## src/design/ubds_pkg.sv

```systemverilog
// Shared widths, codes and controller/datapath interface types for the baud divisor search.
package ubds_pkg;

  localparam int SRC_W       = 32;
  localparam int BAUD_W      = 27;
  localparam int DIVR_W      = 16;
  localparam int CODE_W      = 5;
  localparam int RATIO_W     = 6;
  localparam int CNT_W       = 5;
  localparam int IN_TDATA_W  = 64;
  localparam int OUT_TDATA_W = 56;

  localparam logic [RATIO_W-1:0] MIN_RATIO = 6'd4;
  localparam logic [RATIO_W-1:0] MAX_RATIO = 6'd32;
  // ratios sampled on both edges: [BOTH_LO, BOTH_HI)
  localparam logic [RATIO_W-1:0] BOTH_LO   = 6'd4;
  localparam logic [RATIO_W-1:0] BOTH_HI   = 6'd8;

  localparam logic [CNT_W-1:0]  LAST_STEP = CNT_W'(SRC_W - 1);
  localparam logic [SRC_W-1:0]  PCT_DEN   = 32'd100;
  localparam logic [1:0]        PCT_MUL   = 2'd3;
  // baud / 100 == (baud * PCT_RECIP) >> PCT_SHIFT for every 27-bit baud
  localparam logic [BAUD_W-1:0] PCT_RECIP = 27'd85899346;
  localparam int                PCT_SHIFT = 33;

  typedef logic [1:0] mul_sel_t;
  localparam mul_sel_t MUL_BAUD = 2'd0;
  localparam mul_sel_t MUL_S    = 2'd1;
  localparam mul_sel_t MUL_S1   = 2'd2;

  typedef logic [1:0] dst_t;
  localparam dst_t DST_PCT = 2'd0;
  localparam dst_t DST_S   = 2'd1;
  localparam dst_t DST_R0  = 2'd2;

  typedef struct packed {
    logic     start;      // latch input item, reset best
    logic     pct;        // baud / 100 by reciprocal multiply into the quotient register
    logic     load;       // load divisor operand, init divider
    mul_sel_t mul_sel;
    logic     step;       // one restoring division step
    logic     store;      // capture quotient
    dst_t     dst;
    logic     eval1;      // form both error magnitudes
    logic     eval2;      // pick candidate, update best
    logic     next_ratio;
    logic     out_load;
  } cmd_t;

  typedef struct packed {
    logic best_zero;
    logic ratio_last;
  } sts_t;

endpackage

```

## src/design/ubds_ctrl.sv

```systemverilog
// Sequencer for the baud divisor search: steps the shared serial divider per ratio.
module ubds_ctrl (
  input  logic          clk,
  input  logic          rst_n,
  input  logic          in_tvalid,
  output logic          in_tready,
  output logic          out_tvalid,
  input  logic          out_tready,
  input  ubds_pkg::sts_t sts,
  output ubds_pkg::cmd_t cmd
);
  import ubds_pkg::*;

  localparam logic [3:0] ST_IDLE    = 4'd0;
  localparam logic [3:0] ST_PCT_MUL = 4'd1;
  localparam logic [3:0] ST_PCT_ST  = 4'd2;
  localparam logic [3:0] ST_S_MUL   = 4'd3;
  localparam logic [3:0] ST_S_DIV   = 4'd4;
  localparam logic [3:0] ST_S_ST    = 4'd5;
  localparam logic [3:0] ST_R0_MUL  = 4'd6;
  localparam logic [3:0] ST_R0_DIV  = 4'd7;
  localparam logic [3:0] ST_R0_ST   = 4'd8;
  localparam logic [3:0] ST_R1_MUL  = 4'd9;
  localparam logic [3:0] ST_R1_DIV  = 4'd10;
  localparam logic [3:0] ST_EV1     = 4'd11;
  localparam logic [3:0] ST_EV2     = 4'd12;
  localparam logic [3:0] ST_CHECK   = 4'd13;
  localparam logic [3:0] ST_FINISH  = 4'd14;

  logic [3:0]       state_r, state_nxt;
  logic [CNT_W-1:0] cnt_r, cnt_nxt;
  logic             out_valid_r, out_valid_nxt;
  logic             last_step;

  assign last_step  = (cnt_r == '0);
  assign in_tready  = (state_r == ST_IDLE);
  assign out_tvalid = out_valid_r;

  always_comb begin
    state_nxt = state_r;
    cnt_nxt   = cnt_r;
    cmd       = '0;
    unique case (state_r)
      ST_IDLE: begin
        if (in_tvalid) begin
          cmd.start = 1'b1;
          state_nxt = ST_PCT_MUL;
        end
      end
      ST_PCT_MUL: begin
        cmd.pct   = 1'b1;
        state_nxt = ST_PCT_ST;
      end
      ST_S_DIV, ST_R0_DIV, ST_R1_DIV: begin
        cmd.step = 1'b1;
        cnt_nxt  = cnt_r - 1'b1;
        if (last_step) begin
          state_nxt = state_r + 1'b1;
        end
      end
      ST_PCT_ST: begin
        cmd.store = 1'b1;
        cmd.dst   = DST_PCT;
        state_nxt = ST_S_MUL;
      end
      ST_S_MUL: begin
        cmd.load    = 1'b1;
        cmd.mul_sel = MUL_BAUD;
        cnt_nxt     = LAST_STEP;
        state_nxt   = ST_S_DIV;
      end
      ST_S_ST: begin
        cmd.store = 1'b1;
        cmd.dst   = DST_S;
        state_nxt = ST_R0_MUL;
      end
      ST_R0_MUL: begin
        cmd.load    = 1'b1;
        cmd.mul_sel = MUL_S;
        cnt_nxt     = LAST_STEP;
        state_nxt   = ST_R0_DIV;
      end
      ST_R0_ST: begin
        cmd.store = 1'b1;
        cmd.dst   = DST_R0;
        state_nxt = ST_R1_MUL;
      end
      ST_R1_MUL: begin
        cmd.load    = 1'b1;
        cmd.mul_sel = MUL_S1;
        cnt_nxt     = LAST_STEP;
        state_nxt   = ST_R1_DIV;
      end
      // rate for s+1 is read straight from the quotient register
      ST_EV1: begin
        cmd.eval1 = 1'b1;
        state_nxt = ST_EV2;
      end
      ST_EV2: begin
        cmd.eval2 = 1'b1;
        state_nxt = ST_CHECK;
      end
      ST_CHECK: begin
        if (sts.best_zero || sts.ratio_last) begin
          state_nxt = ST_FINISH;
        end else begin
          cmd.next_ratio = 1'b1;
          state_nxt      = ST_S_MUL;
        end
      end
      ST_FINISH: begin
        if (!out_valid_r || out_tready) begin
          cmd.out_load = 1'b1;
          state_nxt    = ST_IDLE;
        end
      end
      default: state_nxt = ST_IDLE;
    endcase
  end

  always_comb begin
    out_valid_nxt = out_valid_r;
    if (cmd.out_load) begin
      out_valid_nxt = 1'b1;
    end else if (out_tready) begin
      out_valid_nxt = 1'b0;
    end
  end

  always_ff @(posedge clk) begin
    if (!rst_n) begin
      state_r     <= ST_IDLE;
      cnt_r       <= '0;
      out_valid_r <= 1'b0;
    end else begin
      state_r     <= state_nxt;
      cnt_r       <= cnt_nxt;
      out_valid_r <= out_valid_nxt;
    end
  end

endmodule

```

## config.mk

```make
export PLATFORM = sky130hd
export DESIGN_NAME = ubds_ctrl
export DESIGN_NICKNAME = d
export VERILOG_FILES = /design/src/design/ubds_pkg.sv /design/src/design/ubds_ctrl.sv
export SDC_FILE = /design/constraint.sdc
export NUM_CORES = 1
export LEC_CHECK = 0
export ABC_AREA = 1
export BUFFER_PORTS_ARGS = -buffer_cell sky130_fd_sc_hd__buf_2
export CORE_AREA = 2 2 48 50
export CTS_BUF_LIST = sky130_fd_sc_hd__clkbuf_4 sky130_fd_sc_hd__clkbuf_8
export DETAILED_ROUTE_END_ITERATION = 12
export DIE_AREA = 0 0 50 52
export SYNTH_ARGS = -nofsm -noshare
export SYNTH_HDL_FRONTEND = slang
export SYNTH_SLANG_ARGS = --single-unit
export TNS_END_PERCENT = 1
```

## constraint.sdc

```tcl
create_clock -name clk -period 3.1 [get_ports clk]
set_input_delay 0.31 -clock clk [delete_from_list [all_inputs] [get_ports clk]]
set_output_delay 0.31 -clock clk [all_outputs]
set_load 0.005 [all_outputs]
```

==> out/metrics.csv <==
metric;value;unit
layout.area.seq;200.2;um^2
cp-start-kind;flip-flop;
synth-edff-count;0;
status;complete, no violations;
grt_max_degree;15;
wire_per_inst;9.892;um
worstPathArrival;1.74;ns
rows;17;
rsz0062_at_grt;false;
powerDensity;674.8;nW/um^2
cp_slowest_cell;dfxtp_1;
grt_pass1_wl;3194;um
diodes;0;
drive_gt1_share;18.99;%
area_growth;15.72;%
cp.required;2.79;ns
worst-setup-path-type;flip-flop to output pin;
initial_core_util;38.56;%
crit_family;buffers and inverters;
relSlewSlack;74.65;%
vdd.ir_drop.worst;0.0004079;V
synth_top_area_share;24.65;%
finalSetupViolations;0;
ys.flop_type;dfxtp_1;
period_share;66.13;%
fp.dieArea;2600;um^2
drtAntennaViolNets;0;
dpl.hpwl;1438;um
slowest_delay;0.40;ns
wirelength;1840;um
synth_cell_types;19;
clk_path_buf_depth;2;
synth_commonest_cells;nand2_1, inv_1, nor2_1;
die_x;50;um
cts_made_buffers;3;
grt_antenna_before_repair;0;
yosysSeqAreaShare;24.65;%
syn_inst;138;
final_nets;171;
async_flop_share;0;%
place_area;917.1;um^2
cts-root-buf;clkbuf_4;
synth_area_leaders;dfxtp_1, nand2_1, inv_1;
path_cells;inv_1 -> ha_1 -> inv_1 -> nand2_1 -> nand2_2 -> nand2_2 -> buf_2;
avgViaCountPerCell;4.699;
fin_area;939.7;um^2
leakagePower;0.5258;nW
cts_tree;yes;
vias;874;
grt_use_total;15.80;%
p_seq_share;30.0;%
fin_setup_tns;0;ns
path_buf_inv;3;
p_comb_share;56.1;%
maxClockFrequency;487.8;MHz
io_buffers;20;
crit_path_max_fanout;14;
fin_hold_ws;0.2770;ns
grt_remaining_overflow;0;
synth-seq-cells;10;
drc;0;
syn-num-nets;149;
cts_hold_buffers;0;
core;2106;um^2
dr.pass1.iters;4;
die_h;52;um
synth_area_leader_cell;dfxtp_1;
avgSynthCellArea;5.884;um^2
nFillCells;222;
drt_iter0_drc;20;
yosysWarnings;0;
hold_viol_final;0;
hold_class;input pin to flip-flop;
clock_power_share;13.9;%
pin_count;21;
synth.most_common_cell;nand2_1;
tightest_slew;0.3798;ns
fin_skew;0.002891;ns
clkTransAtPathRegs;0.07;ns
cts_setup_buffers;0;
p_sw;0.2935;mW
grt_pass1_vias;768;
cp-end-kind;output pin;
drv_slew;0;
switching_share;46.29;%
cts.sinks;10;
htreeDepth;1;
clk_latency;0.26;ns
cap_violations;0;
gp_congestion;0.8422;
fin_total_pwr;0.6341;mW
period_minus_slack;2.050;ns
power.internal;0.3405;mW
synth_area;812.0;um^2
multi_input_area;495.5;um^2
post_cts_resized;0;
## logic make-up after synthesis
group / after synthesis / synth area share, %
AO/OA/AOI/OAI: 18 / 11.86
XOR/XNOR: 1 / 1.079
adder cells (fa/ha/maj): 5 / 7.704
buffers and inverters: 26 / 14.33
flip-flops: 10 / 24.65
AND/OR/NAND/NOR: 78 / 40.37
## registers in the layout, indices dropped and copies added (netlist names)
register,cells
cnt_r,5
state_r,4
out_tvalid,1
## routing by layer
layer,up-vias,part of all wire (%),GRT usage [%],routed length [um]
li1,468,-,-,-
met1,384,46,18.74,845
met2,20,48,27.85,878
met3,2,5.6,5.172,103
met4,0,0.65,2.778,12
met5,-,0,0,0
## layout by cell type (no fill, tap or decap), types with 3 or more instances in the layout
| cell type | Yosys | final |
|---|---|---|
| clkbuf_4 | 0 | 3 |
| a21oi_1 | 13 | 13 |
| nor2_1 | 18 | 18 |
| inv_1 | 22 | 22 |
| buf_2 | 0 | 20 |
| nor2_2 | 3 | 3 |
| nand2_1 | 41 | 41 |
| nand3_1 | 11 | 11 |
| dfxtp_1 | 10 | 10 |
| ha_1 | 5 | 5 |
## final timing paths
path	slack (ns)	end	start	cells past startpoint
max	1.05	cmd[7]	state_r[0]	7
min	0.28	cnt_r[1]	rst_n	3
max reg2reg	1.17	state_r[0]	state_r[0]	9
min reg2reg	0.48	cnt_r[4]	cnt_r[4]	2
## final cells by class
cell class / instances / share of cell area (%)
flip-flops and latches: 10 / 21.30
inverters: 23 / 9.188
clock buffers: 3 / 2.397
multi-input cells: 102 / 52.73
repair buffers: 20 / 10.65
well taps: 28 / 3.728
## power by group through the flow
stage          Clock [mW]  Combinational [mW]  Sequential, mW
2_1_floorplan           0               0.273           0.183
3_3_place_gp            0               0.350           0.191
3_5_place_dp            0               0.353           0.194
4_1_cts            0.0901               0.356           0.191
5_1_grt            0.0964               0.411           0.195
6_report           0.0882               0.356           0.190
## through the flow
step	util, %	worst slack [ns]	cells
floorplan	-	1.604	138
global placement	43.55	1.353	183
detailed placement	43.55	1.192	183
CTS	44.62	1.075	186
global route	44.62	0.9417	186
finish	44.62	1.050	186
## tightest hold or removal path, cell delays in order
cell	delay, ns
buf_2	0.11
nand2_1	0.05
inv_1	0.04
No activity file was read; power rests on OpenSTA's default activity.
