[src/design/ubds_pkg.sv]
// Shared widths, codes and controller/datapath interface types for the baud divisor search.
package ubds_pkg;

  localparam int SRC_W       = 32;
  localparam int BAUD_W      = 27;
  localparam int DIVR_W      = 16;
  localparam int CODE_W      = 5;
  localparam int RATIO_W     = 6;
  localparam int CNT_W       = 5;
  localparam int IN_TDATA_W  = 64;
  localparam int OUT_TDATA_W = 56;

  localparam logic [RATIO_W-1:0] MIN_RATIO = 6'd4;
  localparam logic [RATIO_W-1:0] MAX_RATIO = 6'd32;
  // ratios sampled on both edges: [BOTH_LO, BOTH_HI)
  localparam logic [RATIO_W-1:0] BOTH_LO   = 6'd4;
  localparam logic [RATIO_W-1:0] BOTH_HI   = 6'd8;

  localparam logic [CNT_W-1:0]  LAST_STEP = CNT_W'(SRC_W - 1);
  localparam logic [SRC_W-1:0]  PCT_DEN   = 32'd100;
  localparam logic [1:0]        PCT_MUL   = 2'd3;
  // baud / 100 == (baud * PCT_RECIP) >> PCT_SHIFT for every 27-bit baud
  localparam logic [BAUD_W-1:0] PCT_RECIP = 27'd85899346;
  localparam int                PCT_SHIFT = 33;

  typedef logic [1:0] mul_sel_t;
  localparam mul_sel_t MUL_BAUD = 2'd0;
  localparam mul_sel_t MUL_S    = 2'd1;
  localparam mul_sel_t MUL_S1   = 2'd2;

  typedef logic [1:0] dst_t;
  localparam dst_t DST_PCT = 2'd0;
  localparam dst_t DST_S   = 2'd1;
  localparam dst_t DST_R0  = 2'd2;

  typedef struct packed {
    logic     start;      // latch input item, reset best
    logic     pct;        // baud / 100 by reciprocal multiply into the quotient register
    logic     load;       // load divisor operand, init divider
    mul_sel_t mul_sel;
    logic     step;       // one restoring division step
    logic     store;      // capture quotient
    dst_t     dst;
    logic     eval1;      // form both error magnitudes
    logic     eval2;      // pick candidate, update best
    logic     next_ratio;
    logic     out_load;
  } cmd_t;

  typedef struct packed {
    logic best_zero;
    logic ratio_last;
  } sts_t;

endpackage

[src/design/ubds_datapath.sv]
// Datapath: operand multiplier, 1-bit-per-cycle restoring divider, error compare and best tracking.
module ubds_datapath (
  input  logic                           clk,
  input  ubds_pkg::cmd_t                 cmd,
  input  logic [ubds_pkg::SRC_W-1:0]     in_src,
  input  logic [ubds_pkg::BAUD_W-1:0]    in_baud,
  output ubds_pkg::sts_t                 sts,
  output logic [ubds_pkg::CODE_W-1:0]    ratio_code,
  output logic [ubds_pkg::DIVR_W-1:0]    divisor,
  output logic                           both_edge,
  output logic [ubds_pkg::BAUD_W-1:0]    best_error,
  output logic                           too_far
);
  import ubds_pkg::*;

  logic [SRC_W-1:0]   src_r;
  logic [BAUD_W-1:0]  baud_r;
  logic [BAUD_W-1:0]  thr_r;
  logic [RATIO_W-1:0] o_r;
  logic [SRC_W-1:0]   den_r;
  logic [SRC_W-1:0]   rem_r;
  logic [SRC_W-1:0]   quo_r;
  logic [DIVR_W-1:0]  s_r;
  logic [SRC_W-1:0]   r0_r;
  logic [SRC_W-1:0]   e0_r, e1_r;
  logic [BAUD_W-1:0]  best_err_r;
  logic [RATIO_W-1:0] best_ratio_r;
  logic [DIVR_W-1:0]  best_div_r;

  logic [CODE_W-1:0]  ratio_code_r;
  logic [DIVR_W-1:0]  divisor_r;
  logic               both_edge_r;
  logic [BAUD_W-1:0]  best_error_r;
  logic               too_far_r;

  logic [BAUD_W-1:0]  mul_a;
  logic [SRC_W:0]     prod;
  logic [SRC_W-1:0]   den_nxt;
  logic [SRC_W:0]     trial;
  logic               ge;
  logic [SRC_W-1:0]   baud_x;
  logic [SRC_W-1:0]   e0_nxt, e1_nxt;
  logic [SRC_W-1:0]   cand_err;
  logic [DIVR_W-1:0]  cand_div;
  logic               take;
  logic [RATIO_W-1:0] code_full;
  logic [BAUD_W+1:0]  thr_full;
  logic [2*BAUD_W-1:0] pct_prod;
  logic [BAUD_W-1:0]  pct_quo;

  always_comb begin
    case (cmd.mul_sel)
      MUL_BAUD: mul_a = baud_r;
      MUL_S:    mul_a = BAUD_W'(s_r);
      MUL_S1:   mul_a = BAUD_W'({1'b0, s_r} + 17'd1);
      default:  mul_a = '0;
    endcase
  end

  // baud * ratio stays below 2^32 given the input range
  assign prod    = (SRC_W+1)'(mul_a) * (SRC_W+1)'(o_r);
  assign den_nxt = prod[SRC_W-1:0];

  // baud / 100 by constant reciprocal
  assign pct_prod = (2*BAUD_W)'(baud_r) * (2*BAUD_W)'(PCT_RECIP);
  assign pct_quo  = BAUD_W'(pct_prod >> PCT_SHIFT);

  // zero divisor gives all-ones quotient naturally
  assign trial = {rem_r, quo_r[SRC_W-1]};
  assign ge    = (trial >= {1'b0, den_r});

  assign baud_x = SRC_W'(baud_r);
  assign e0_nxt = (baud_x > r0_r) ? (baud_x - r0_r) : (r0_r - baud_x);
  assign e1_nxt = (baud_x > quo_r) ? (baud_x - quo_r) : (quo_r - baud_x);

  always_comb begin
    if (e0_r > e1_r) begin
      cand_err = e1_r;
      cand_div = s_r + 1'b1;
    end else begin
      cand_err = e0_r;
      cand_div = s_r;
    end
  end

  assign take     = (cand_err <= SRC_W'(best_err_r));
  assign code_full = best_ratio_r - 1'b1;
  assign thr_full  = (BAUD_W+2)'(quo_r[BAUD_W-1:0]) * (BAUD_W+2)'(PCT_MUL);

  assign sts.best_zero  = (best_err_r == '0);
  assign sts.ratio_last = (o_r == MAX_RATIO);

  always_ff @(posedge clk) begin
    if (cmd.start) begin
      src_r        <= in_src;
      baud_r       <= in_baud;
      best_err_r   <= in_baud;
      best_ratio_r <= '0;
      best_div_r   <= '0;
      o_r          <= MIN_RATIO;
    end
    if (cmd.next_ratio) begin
      o_r <= o_r + 1'b1;
    end
    if (cmd.pct) begin
      quo_r <= SRC_W'(pct_quo);
    end
    if (cmd.load) begin
      den_r <= den_nxt;
      rem_r <= '0;
      quo_r <= src_r;
    end
    if (cmd.step) begin
      rem_r <= ge ? SRC_W'(trial - {1'b0, den_r}) : trial[SRC_W-1:0];
      quo_r <= {quo_r[SRC_W-2:0], ge};
    end
    if (cmd.store) begin
      case (cmd.dst)
        DST_PCT: thr_r <= thr_full[BAUD_W-1:0];
        DST_S:   s_r   <= quo_r[DIVR_W-1:0];
        default: r0_r  <= (s_r == '0) ? '0 : quo_r;
      endcase
    end
    if (cmd.eval1) begin
      e0_r <= e0_nxt;
      e1_r <= e1_nxt;
    end
    if (cmd.eval2 && take) begin
      best_err_r   <= cand_err[BAUD_W-1:0];
      best_div_r   <= cand_div;
      best_ratio_r <= o_r;
    end
    if (cmd.out_load) begin
      ratio_code_r <= code_full[CODE_W-1:0];
      divisor_r    <= best_div_r;
      both_edge_r  <= (best_ratio_r >= BOTH_LO) && (best_ratio_r < BOTH_HI);
      best_error_r <= best_err_r;
      too_far_r    <= (best_err_r > thr_r);
    end
  end

  assign ratio_code = ratio_code_r;
  assign divisor    = divisor_r;
  assign both_edge  = both_edge_r;
  assign best_error = best_error_r;
  assign too_far    = too_far_r;

endmodule

[config.mk]
export PLATFORM = sky130hd
export DESIGN_NAME = ubds_datapath
export DESIGN_NICKNAME = d
export VERILOG_FILES = /design/src/design/ubds_pkg.sv /design/src/design/ubds_datapath.sv
export SDC_FILE = /design/constraint.sdc
export NUM_CORES = 2
export LEC_CHECK = 0
export BUFFER_PORTS_ARGS = -buffer_cell sky130_fd_sc_hd__buf_2
export CORE_ASPECT_RATIO = 1.25
export CORE_MARGIN = 2
export CORE_UTILIZATION = 30
export CTS_CLUSTER_DIAMETER = 60
export CTS_CLUSTER_SIZE = 16
export DETAILED_ROUTE_END_ITERATION = 7
export GPL_ROUTABILITY_DRIVEN = 1
export PLACE_DENSITY = 0.57
export REMOVE_ABC_BUFFERS = 1
export SYNTH_ARGS = -nofsm -noshare
export SYNTH_HDL_FRONTEND = slang
export SYNTH_SLANG_ARGS = --single-unit
[constraint.sdc]
create_clock -name clk -period 7.4 [get_ports clk]
set_clock_uncertainty 0.05 [all_clocks]
set_input_delay 1.48 -clock clk [delete_from_list [all_inputs] [get_ports clk]]
set_output_delay 1.48 -clock clk [all_outputs]
set_load 0.01 [all_outputs]
==> out/qor.csv <==
stage,metric,value,unit
finish,layout cells sized above 1,0.0942,
routing,drt wl/cell,21.9,um
place,DP Worst Slack,-0.0210,ns
die,Initial Utilization,0.302,
job,maxcap violations,0,
setup_path,"Data required, critical path",7.82,ns
sta,setup violators final,0,
synth,simple-gate area share of the yosys netlist,0.106,
die,row count,154,
clock_tree,hold buffer count at CTS,0,
synth,Synth Area in XOR/XNOR,0.0345,
setup_path,crit-path max cell delay,0.56,ns
outcome,status,"finished, final reports clean",
synth,ys flop type,edfxtp_1,
clock_tree,CTS root buffer,clkbuf_16,
synth,syn_area_per_cell,9.80,um^2
setup_path,most frequent CP cell,fa_1,
finish,"leading cell type in the layout, fill and taps excluded",inv_1,
synth,area fraction of the dominant cell type after synthesis,0.281,
global_route,largest net degree at the start of global routing,65,
synth,compound-cell area share of the yosys netlist,0.131,
routing,Vias,32092,
synth,largest family of logic cells by synthesized area,adder cells,
place,placed cell count,6380,
synth,"Seq/Total Area, Yosys",0.281,
sta,TNS Setup,0,ns
routing,# DRC,0,
sta,post-layout minimum cycle time,7.17,ns
synth,largest cells by area after synthesis,"edfxtp_1 (28%), ha_1 (18%), fa_1 (17%), inv_1 (7.3%), a21oi_1 (2.9%)",
sta,final period utilization,0.969,
synth,Synth Register Bits,399,
die,Core Footprint,141000,um^2
finish,final non-filler cell total,6473,
sta,FMAX,139,MHz
die,chip height,425,um
global_route,Total GRT Usage,0.195,
finish,Layout Nets,5591,
global_route,gr ovfl total,0,
global_route,vias in the first global route,33329,
synth,Yosys cell types,92,
synth,Synth async-reset ratio,0,
setup_path,Crit. End Element,register,
routing,initial DRC count,2158,
finish,Area Growth Syn to Fin,12.9,%
finish,fin util,0.341,
routing,Detailed Routing Iterations Pass 1,6,
synth,number of cells produced by synthesis,4347,
clock_tree,CTS H-tree depth,2,
place,DP HPWL,119000,um
clock_tree,CTS max path bufs,3,
finish,most frequent cells in the layout,"inv_1 (824), ha_1 (600), edfxtp_1 (399)",
sta,fin. max-slew vios,0,
setup_path,worst-path cell chain,buf_12 > ha_1 > fa_1 > fa_1 > inv_1 > fa_1 > inv_1 > fa_1 > fa_1 > inv_1 > fa_1 > inv_1 > ha_1 > nand4_1 > or3_4 > a2111oi_4 > o21ai_1 > o21ai_2 > a41oi_2 > buf_4 > o21ai_1 > nor3_1 > or3b_1 > a22oi_1,
setup_path,crit path DAT,7.59,ns
synth,Post-synth EDFFs,399,
die,Ports,125,
clock_tree,Clock Latency Late Sink,0.64,ns
place,number of port buffers,124,
routing,routed wire length,141000,um
synth,adder-cell share of the synthesized area,0.343,
synth,Post-Syn Area,42600,um^2
synth,synth warn,0,
synth,mux contribution to synthesized area,0.0187,
sta,RSZ-0062 raised after global routing,yes,
global_route,initial antenna violation count,20,
die,total die area,145000,um^2
clock_tree,TritonCTS buffer count,46,
worst_hold_path,worst min path class,register to register,
clock_tree,clk slew on worst S/H paths,0.07,ns
clock_tree,Num Clock Sinks,399,
routing,Routed Antenna Nets,0,
sta,max_slew headroom,0.246,
global_route,first-pass GRT wire length,211000,um
sta,final hold violations,0,
setup_path,Crit-path slowest cell,fa_1,
sta,Final WS setup,0.226,ns
setup_path,startpoint types,register,
place,GPL Wtd Cong,0.944,
die,Die Span X,341,um
synth,cell taking the most area after synthesis,edfxtp_1,
setup_path,critical-path maximum fanout,10,
clock_tree,CTS tree,built,
routing,Via-to-Cell Ratio,4.96,
setup_path,CP Class,register to register,
sta,Tightest Pin Transition,1.13,ns
## logic make-up (layout without fill, tap and decap cells)
| logic type | Yosys count | after routing |
|---|---|---|
| compound gates | 866 | 866 |
| xor+xnor | 168 | 168 |
| fa+ha+maj | 955 | 955 |
| buf+inv | 956 | 1204 |
| flops | 399 | 399 |
| mux | 79 | 79 |
| other cells | 0 | 6 |
| simple gates | 924 | 924 |
## worst max-delay path: cells and delay by family (launching register included)
family,cells,cell delay [ns]
compound gates,6,1.13
buf+inv,6,0.61
simple gates,4,1.06
fa+ha+maj,8,3.72
flops,1,0.44
## worst paths after layout
| check | slack, ns | end | depth (start not counted) | start |
|---|---|---|---|---|
| setup reg to reg | 0.23 | quo_r[16]$_DFFE_PP_ | 24 | baud_r[13]$_DFFE_PP_ |
| hold reg to reg | 0.37 | divisor[9]$_DFFE_PP_ | 0 | best_div_r[9]$_SDFFCE_PN0P_ |
| hold / removal | 0.37 | divisor[9]$_DFFE_PP_ | 0 | best_div_r[9]$_SDFFCE_PN0P_ |
| setup / recovery | 0.23 | quo_r[16]$_DFFE_PP_ | 24 | baud_r[13]$_DFFE_PP_ |
## flip-flops by register name, summed over array words and instances, names as in the netlist, 27 cells and up
signal	count
den_r	32
best_err_r	27
e1_r	32
rem_r	32
quo_r	32
baud_r	27
best_error	27
r0_r	32
src_r	32
thr_r	27
e0_r	32
## metrics by stage
| step | instance area [um^2] | hold WS, ns |
|---|---|---|
| after floorplan | 42100 | 0.350 |
| after global placement | 46400 | 0.359 |
| after detailed placement | 46400 | 0.355 |
| after CTS | 48000 | 0.372 |
| after global routing | 48100 | 0.381 |
| final | 48100 | 0.370 |
## per-layer routing
layer	GRT usage	up-vias	part of all wire	routed length [um]
met4	0.0917	20	0.054	7600
met5	0	-	0.00088	124
met3	0.0213	236	0.040	5600
met2	0.352	718	0.51	71800
met1	0.230	15896	0.40	56400
li1	-	15222	-	-
## cells in the mapped netlist (all sizes together), types with 9 or more instances
cell type / number
nor2b: 38
nor3: 64
xor2: 40
or2: 10
inv: 827
a21oi: 248
a21o: 119
edfxtp: 399
buf: 32
o21bai: 34
o31ai: 11
o211ai: 21
nor4: 22
and2: 93
a311oi: 9
nand3: 65
nand2b: 26
fa: 355
ha: 600
mux2i: 75
a31oi: 35
o21ai: 196
nand4: 48
a211oi: 39
or3: 17
nand2: 241
and3: 36
a22oi: 9
a221oi: 32
xnor2: 128
clkbuf: 96
nor2: 242
o21a: 39
## final cells by class
type                       count  area [um^2]
clock inverter                32          414
sequential                   399        12000
tap                         1872         2340
inverter                     828         3110
multi-input combinational   2992        27100
clock buffer                  48         1160
antenna                        6         15.0
timing repair buffer         296         2000
fill                       14509        93000
## what timing repair did
action	in CTS	in global routing
endpoints found under the setup margin	1	19
setup buffers	4	3
resized for setup	1	14
pin swaps	0	3
Power is not shown: default switching activity piles up to over one toggle a cycle in this logic, so the estimate is an artifact.
